===== src/rtl/core/aes_pkg.sv =====
`timescale 1ns / 1ps

package aes_pkg;

  typedef logic [7:0] sbox_tab_t [256];

  localparam sbox_tab_t SBOX = '{
    8'h63,8'h7c,8'h77,8'h7b,8'hf2,8'h6b,8'h6f,8'hc5,8'h30,8'h01,8'h67,8'h2b,8'hfe,8'hd7,8'hab,8'h76,
    8'hca,8'h82,8'hc9,8'h7d,8'hfa,8'h59,8'h47,8'hf0,8'had,8'hd4,8'ha2,8'haf,8'h9c,8'ha4,8'h72,8'hc0,
    8'hb7,8'hfd,8'h93,8'h26,8'h36,8'h3f,8'hf7,8'hcc,8'h34,8'ha5,8'he5,8'hf1,8'h71,8'hd8,8'h31,8'h15,
    8'h04,8'hc7,8'h23,8'hc3,8'h18,8'h96,8'h05,8'h9a,8'h07,8'h12,8'h80,8'he2,8'heb,8'h27,8'hb2,8'h75,
    8'h09,8'h83,8'h2c,8'h1a,8'h1b,8'h6e,8'h5a,8'ha0,8'h52,8'h3b,8'hd6,8'hb3,8'h29,8'he3,8'h2f,8'h84,
    8'h53,8'hd1,8'h00,8'hed,8'h20,8'hfc,8'hb1,8'h5b,8'h6a,8'hcb,8'hbe,8'h39,8'h4a,8'h4c,8'h58,8'hcf,
    8'hd0,8'hef,8'haa,8'hfb,8'h43,8'h4d,8'h33,8'h85,8'h45,8'hf9,8'h02,8'h7f,8'h50,8'h3c,8'h9f,8'ha8,
    8'h51,8'ha3,8'h40,8'h8f,8'h92,8'h9d,8'h38,8'hf5,8'hbc,8'hb6,8'hda,8'h21,8'h10,8'hff,8'hf3,8'hd2,
    8'hcd,8'h0c,8'h13,8'hec,8'h5f,8'h97,8'h44,8'h17,8'hc4,8'ha7,8'h7e,8'h3d,8'h64,8'h5d,8'h19,8'h73,
    8'h60,8'h81,8'h4f,8'hdc,8'h22,8'h2a,8'h90,8'h88,8'h46,8'hee,8'hb8,8'h14,8'hde,8'h5e,8'h0b,8'hdb,
    8'he0,8'h32,8'h3a,8'h0a,8'h49,8'h06,8'h24,8'h5c,8'hc2,8'hd3,8'hac,8'h62,8'h91,8'h95,8'he4,8'h79,
    8'he7,8'hc8,8'h37,8'h6d,8'h8d,8'hd5,8'h4e,8'ha9,8'h6c,8'h56,8'hf4,8'hea,8'h65,8'h7a,8'hae,8'h08,
    8'hba,8'h78,8'h25,8'h2e,8'h1c,8'ha6,8'hb4,8'hc6,8'he8,8'hdd,8'h74,8'h1f,8'h4b,8'hbd,8'h8b,8'h8a,
    8'h70,8'h3e,8'hb5,8'h66,8'h48,8'h03,8'hf6,8'h0e,8'h61,8'h35,8'h57,8'hb9,8'h86,8'hc1,8'h1d,8'h9e,
    8'he1,8'hf8,8'h98,8'h11,8'h69,8'hd9,8'h8e,8'h94,8'h9b,8'h1e,8'h87,8'he9,8'hce,8'h55,8'h28,8'hdf,
    8'h8c,8'ha1,8'h89,8'h0d,8'hbf,8'he6,8'h42,8'h68,8'h41,8'h99,8'h2d,8'h0f,8'hb0,8'h54,8'hbb,8'h16
  };

  // inverse table derived from the forward one at elaboration
  function automatic sbox_tab_t build_inv();
    sbox_tab_t t;
    for (int v = 0; v < 256; v++) begin
      t[SBOX[v]] = v[7:0];
    end
    return t;
  endfunction

  localparam sbox_tab_t INV_SBOX = build_inv();

  typedef enum logic [2:0] {
    REG_KEY_LENGTH = 3'd0,
    REG_KEY_WORD0  = 3'd1,
    REG_KEY_WORD1  = 3'd2,
    REG_KEY_WORD2  = 3'd3,
    REG_KEY_WORD3  = 3'd4
  } cfg_reg_t;

  typedef enum logic [2:0] {
    S_IDLE,
    S_EXPAND,
    S_FETCH,
    S_ROUND,
    S_OUT
  } state_t;

  typedef struct packed {
    logic load;      // latch block and direction
    logic exp_init;  // restart key schedule
    logic exp_step;  // produce one schedule word
    logic fetch;     // read first round key
    logic round;     // run one round step
  } dp_cmd_t;

  typedef struct packed {
    logic keys_ready;
    logic exp_last;
    logic last_step;
  } dp_stat_t;

  function automatic logic [7:0] xt(input logic [7:0] a);
    return {a[6:0], 1'b0} ^ (a[7] ? 8'h1b : 8'h00);
  endfunction

  function automatic logic [31:0] sub_word(input logic [31:0] w);
    return {SBOX[w[31:24]], SBOX[w[23:16]], SBOX[w[15:8]], SBOX[w[7:0]]};
  endfunction

  // forward or inverse SubBytes + ShiftRows
  function automatic logic [127:0] sub_shift(input logic [127:0] s, input logic inv);
    logic [127:0] t;
    logic [7:0]   b;
    for (int c = 0; c < 4; c++) begin
      for (int r = 0; r < 4; r++) begin
        if (inv) begin
          b = s[127 - 8 * ((((c - r) & 3) * 4) + r) -: 8];
          t[127 - 8 * (c * 4 + r) -: 8] = INV_SBOX[b];
        end else begin
          b = s[127 - 8 * ((((c + r) & 3) * 4) + r) -: 8];
          t[127 - 8 * (c * 4 + r) -: 8] = SBOX[b];
        end
      end
    end
    return t;
  endfunction

  function automatic logic [127:0] mix(input logic [127:0] s, input logic inv);
    logic [127:0] t;
    logic [7:0]   a [4];
    logic [7:0]   x2 [4];
    logic [7:0]   x4 [4];
    logic [7:0]   x8 [4];
    logic [7:0]   m3 [4];
    logic [7:0]   m9 [4];
    logic [7:0]   m11 [4];
    logic [7:0]   m13 [4];
    logic [7:0]   m14 [4];
    for (int c = 0; c < 4; c++) begin
      for (int k = 0; k < 4; k++) begin
        a[k]   = s[127 - 8 * (c * 4 + k) -: 8];
        x2[k]  = xt(a[k]);
        x4[k]  = xt(x2[k]);
        x8[k]  = xt(x4[k]);
        m3[k]  = x2[k] ^ a[k];
        m9[k]  = x8[k] ^ a[k];
        m11[k] = x8[k] ^ x2[k] ^ a[k];
        m13[k] = x8[k] ^ x4[k] ^ a[k];
        m14[k] = x8[k] ^ x4[k] ^ x2[k];
      end
      for (int r = 0; r < 4; r++) begin
        if (inv) begin
          t[127 - 8 * (c * 4 + r) -: 8] = m14[r] ^ m11[(r + 1) & 3] ^
                                          m13[(r + 2) & 3] ^ m9[(r + 3) & 3];
        end else begin
          t[127 - 8 * (c * 4 + r) -: 8] = x2[r] ^ m3[(r + 1) & 3] ^
                                          a[(r + 2) & 3] ^ a[(r + 3) & 3];
        end
      end
    end
    return t;
  endfunction

endpackage


===== src/rtl/core/aes_ctrl.sv =====
`timescale 1ns / 1ps

module aes_ctrl
  import aes_pkg::*;
(
  input  logic     clk,
  input  logic     rst,
  input  logic     in_valid,
  output logic     in_stall,
  output logic     out_valid,
  input  logic     out_stall,
  input  logic     cfg_valid,
  output logic     cfg_ready,
  input  dp_stat_t stat,
  output dp_cmd_t  cmd
);

  state_t state, state_next;

  always_ff @(posedge clk) begin
    if (rst) begin
      state <= S_IDLE;
    end else begin
      state <= state_next;
    end
  end

  always_comb begin
    state_next = state;
    cmd        = '0;
    in_stall   = 1'b1;
    out_valid  = 1'b0;
    cfg_ready  = 1'b0;
    case (state)
      S_IDLE: begin
        // a config write takes the cycle; the block waits while cfg_valid is high
        in_stall  = cfg_valid;
        cfg_ready = 1'b1;
        if (in_valid && !cfg_valid) begin
          cmd.load = 1'b1;
          if (stat.keys_ready) begin
            state_next = S_FETCH;
          end else begin
            cmd.exp_init = 1'b1;
            state_next   = S_EXPAND;
          end
        end
      end
      S_EXPAND: begin
        cmd.exp_step = 1'b1;
        if (stat.exp_last) begin
          state_next = S_FETCH;
        end
      end
      S_FETCH: begin
        cmd.fetch  = 1'b1;
        state_next = S_ROUND;
      end
      S_ROUND: begin
        cmd.round = 1'b1;
        if (stat.last_step) begin
          state_next = S_OUT;
        end
      end
      S_OUT: begin
        out_valid = 1'b1;
        if (!out_stall) begin
          state_next = S_IDLE;
        end
      end
      default: begin
        state_next = S_IDLE;
      end
    endcase
  end

endmodule


===== config.mk =====
export PLATFORM = sky130hd
export DESIGN_NAME = aes_ctrl
export DESIGN_NICKNAME = d
export VERILOG_FILES = /design/src/rtl/core/aes_pkg.sv /design/src/rtl/core/aes_ctrl.sv
export SDC_FILE = /design/constraint.sdc
export NUM_CORES = 1
export LEC_CHECK = 0
export BUFFER_PORTS_ARGS = -buffer_cell sky130_fd_sc_hd__buf_2
export CAP_MARGIN = 10
export CORE_AREA = 2 2 39 41
export DETAILED_ROUTE_END_ITERATION = 6
export DIE_AREA = 0 0 41 43
export GPL_TIMING_DRIVEN = 0
export PLACE_DENSITY = 0.5
export SLEW_MARGIN = 40
export SYNTH_ARGS = -nofsm -noshare
export SYNTH_HDL_FRONTEND = slang
export SYNTH_SLANG_ARGS = --single-unit
export TNS_END_PERCENT = 5

===== constraint.sdc =====
create_clock -name clk -period 1.79 [get_ports clk]
set_input_delay 0.0895 -clock clk [delete_from_list [all_inputs] [get_ports clk]]
set_output_delay 0.0895 -clock clk [all_outputs]
set_load 0.03 [all_outputs]

Yosys cells after proc, flatten, opt, wreduce, memory -nomap -nowiden
Cells that the tools add are included.
{"block": "word_totals", "ff_bits": 3, "latchBits": 0, "mem_bits_rw": 0, "mem_bits_ro": 0, "inputBits": 8, "output_inout_bits": 8, "elab_cells": 28, "memories": 0}
{"block": "op_classes", "n_addsub": 0, "mul": 0, "div_mod_pow": 0, "n_lt_le_gt_ge": 0, "eq_ne": 8, "shifts": 0, "mux": 15, "bitwise": 0, "n_reduce_logical": 4}
{"operator": "case mux 3 bit (5 select lines)", "count": 1}
{"operator": "two-way mux 3 bit", "count": 4}
{"operator": "!= test 2 bit (second input constant)", "count": 4}
{"operator": "two-way mux 1 bit", "count": 7}
{"operator": "== test 3 x 2 -> 1 bit (second input constant)", "count": 2}
{"operator": "two-way mux 2 bit", "count": 3}
{"operator": "AND reduction 4 bit", "count": 1}
{"operator": "== test 3 x 1 -> 1 bit (second input constant)", "count": 1}
{"operator": "== test 3 bit (second input constant)", "count": 1}
{"operator": "zero test 3 bit", "count": 1}
{"operator": "logical AND 1 bit", "count": 1}
{"operator": "zero test 1 bit", "count": 1}

Longest topological paths before layout
{"block": "logic_depth", "ltp_word": 4, "mapped_depth": 5, "mapped_depth_nobuf": 4}

Least setup slack after synthesis
OpenSTA, ideal clock, no wires.
{"block": "synth_path", "kind": "flip-flop to flip-flop", "startpoint": "register state[2]", "endpoint": "register state[0]", "setup_ps": 72, "t_arrival_ps": 1330, "required_ps": 1718, "setup_slack_ps": 388, "path_stages_with_launch": 6, "n_path_buf": 1, "period_less_slack_ps": 1402, "path_cell_list": "dfxtp_1 buf_6 nor3b_2 nand2_1 nand3_2 mux2i_1"}
{"block": "synth_via", "elab_chain_len": 3, "word_cells_on_any_way": 11, "classes_between": "eq/ne (8); mux (1); reduce/logical (2)"}
{"item": "start, declared", "line_no": "aes_ctrl.sv:18", "rtl": "state_t state, state_next;"}
{"item": "start signal, assigned", "line_no": "aes_ctrl.sv:24", "rtl": "state <= state_next;"}
{"item": "== test 3 x 1 -> 1 bit (tied with other cells)", "line_no": "aes_ctrl.sv:34", "rtl": "case (state)"}
{"item": "!= test 2 bit (no source line)"}
{"item": "AND reduction 4 bit (no source line)"}
Several ways; a longest one is shown, not always the timed one.
A chain may end at the register's enable or synchronous reset.

==> results.json <==
{
  "yosys-top-cells-area": "dfxtp_1, buf_6, nor3_1",
  "hold_depth": 2,
  "critPathArrivalTime_ps": 1400,
  "synthXorXnorAreaFrac_pct": 0,
  "end_kind": "output port",
  "reg2reg_to": "state[0]",
  "worstPathRequired_ps": 1700,
  "power.leakage_nw": 0.196,
  "cap_violations": 0,
  "ys_warn_count": 0,
  "synth_top_family_by_area": "simple AND/OR/NAND/NOR gates",
  "htree_levels": 1,
  "die_h_microns": 43,
  "clock_sinks": 3,
  "power_density_nw_per_um2": 854,
  "grt_pass1_wl_microns": 828,
  "largest_reg_flops": 3,
  "place_inst": 64,
  "cts_tree": "built",
  "hold_path.class": "input port to flop",
  "finalCritPeriodShare_pct": 83.2,
  "post_drt_via_cell_ratio": 4.19,
  "drc": 0,
  "io_pins": 16,
  "setup_viol": 0,
  "largest_registers": "state x3",
  "grt_max_degree": 11,
  "worst-r2r-cell-count": 5,
  "hold_path_startpoint": "rst",
  "post_cts_resized": 0,
  "syn_area_sq_um": 282,
  "die_w_microns": 41,
  "synth.distinct_cells": 22,
  "ir_drop_mv": 0.173,
  "diodes": 0,
  "antenna_found_initial": 0,
  "syn_inst": 33,
  "synth_fa_ha_area_share_pct": 0,
  "synth_compound_area_share_pct": 16.4,
  "place_hpwl_microns": 464,
  "synth_top_area_share_pct": 21.3,
  "layout.cells.non_filler": 68,
  "worst_pin_slew_ps": 276,
  "vias": 285,
  "cp-start-kind": "flop",
  "wirelength_microns": 580,
  "clock_latency_ps": 230,
  "grt_overflow": 0,
  "ctsHoldBuffers": 0,
  "yosysTopAreaCell": "dfxtp_1",
  "numCtsBuffers": 3,
  "grt_pass1_vias": 232,
  "maxSlewHeadroom_pct": 81.5,
  "status": "complete, no violations",
  "period_minus_slack_ps": 1490,
  "drive_gt1_share_pct": 53.8,
  "final_nets": 61,
  "area_growth_pct": 43.1,
  "path_class": "flop to output port",
  "drt_iter0_drc": 7,
  "postCtsSetupBuffers": 0,
  "row_count": 14,
  "syn_avg_cell_area_sq_um": 8.53,
  "synth.area.mux_share_pct": 3.56,
  "drt-wirelength-per-cell_microns": 8.53,
  "rrSetupSlack_ps": 620,
  "reg2reg_from": "state[1]",
  "cts_buffer_depth": 2,
  "core_area_sq_um": 1380,
  "synthSimpleGateAreaFrac_pct": 44.0,
  "cts-root-buf": "clkbuf_4",
  "grt.total_usage_pct": 6.91,
  "hold_ws_ps": 85.6,
  "io_buffers": 15,
  "max_freq_ghz": 0.671,
  "cp_max_fo": 10,
  "slew_viol_final": 0,
  "fin_tns_setup_ps": 0,
  "start_util_pct": 20.3,
  "regMostFlops": "state",
  "dr.pass1.iters": 4,
  "gp_congestion": 0.620,
  "die_area_sq_um": 1760,
  "holdPathEnd": "state[2]",
  "ant_nets": 0,
  "seq_area_frac_synth_pct": 21.3,
  "totalPowerFinal_w": 0.000344,
  "fin_worst_skew_ps": 3.25,
  "rsz0062_at_grt": "false",
  "path_clk_slew_ps": 40,
  "ys_seq_elements": 3,
  "hold_violations": 0,
  "syn_nets": 41
}
worst max-delay path by stage:
stage | from | end | slack, ps | cells past startpoint
5_1_grt | state[0] | cmd[3] | 200 | 4
3_3_place_gp | state[0] | cmd[3] | 540 | 4
6_report | state[0] | cmd[3] | 300 | 4
4_1_cts | state[0] | cmd[3] | 280 | 4
3_5_place_dp | state[0] | cmd[3] | 530 | 4
2_1_floorplan | state[2] | state[0] | 390 | 5
synth_stat cells:
cell and n:
nor3_1 3, buf_6 3, a211oi_1 1, a21oi_1 1, and2_1 1, nor2_1 1
o21ai_0 2, nand3_2 1, dfxtp_1 3, nor3b_1 2, mux2i_1 1, or3_4 1
o21ai_2 1, nand2b_1 2, nand3_1 1, nor3b_2 1, nor4_2 1, inv_1 2
a2111oi_2 1, nand2_2 1, nand2_1 2, and3_1 1
worst max-delay path: stages (launching register included):
cell and delay (ps):
dfxtp_1 340, buf_6 150, nor4_2 310, and3_1 190
buf_2 190
power by group:
part           switching (W)  leakage, nW  internal [W]
logic              0.0000903        0.156     0.0000589
clock network      0.0000320       0.0150     0.0000833
registers         0.00000567       0.0245     0.0000738
total               0.000128        0.196      0.000216
cell families (layout without fill, tap and decap cells):
kind of cell	after synthesis	after routing
flops	3	3
mux	1	1
buf+inv	5	24
simple gates	18	18
compound gates	6	6
final cells by class:
type	count	area, sq um
Fill cell	162	981
Multi-Input combinational cell	25	180
Timing Repair Buffer	15	75.1
Sequential cell	3	60.1
Buffer	3	33.8
Clock buffer	4	26.3
Tap cell	16	20.0
Inverter	2	7.51
cells in the final DEF, fill, tap and decap left out, types with 2 or more instances in the layout:
master,n
o21ai_0,2
dfxtp_1,3
inv_1,2
nand2b_1,2
nand2_1,2
clkbuf_4,3
nor3b_1,2
nor3_1,3
buf_2,15
buf_6,3
through the flow:
step	utilization (%)	cell area, sq um	setup slack (ps)
detailed placement	27.2	377	529
global placement	27.2	377	543
finish	29.1	403	301
CTS	29.1	403	280
global route	29.1	403	197
floorplan	-	282	388
layer usage:
layer,part of all wire (%),track usage (%)
met1,47,8.95
met2,49,9.06
met3,3.8,1.57
met4,0,6.00
met5,0,0
Power figures use the tool's default switching activity.
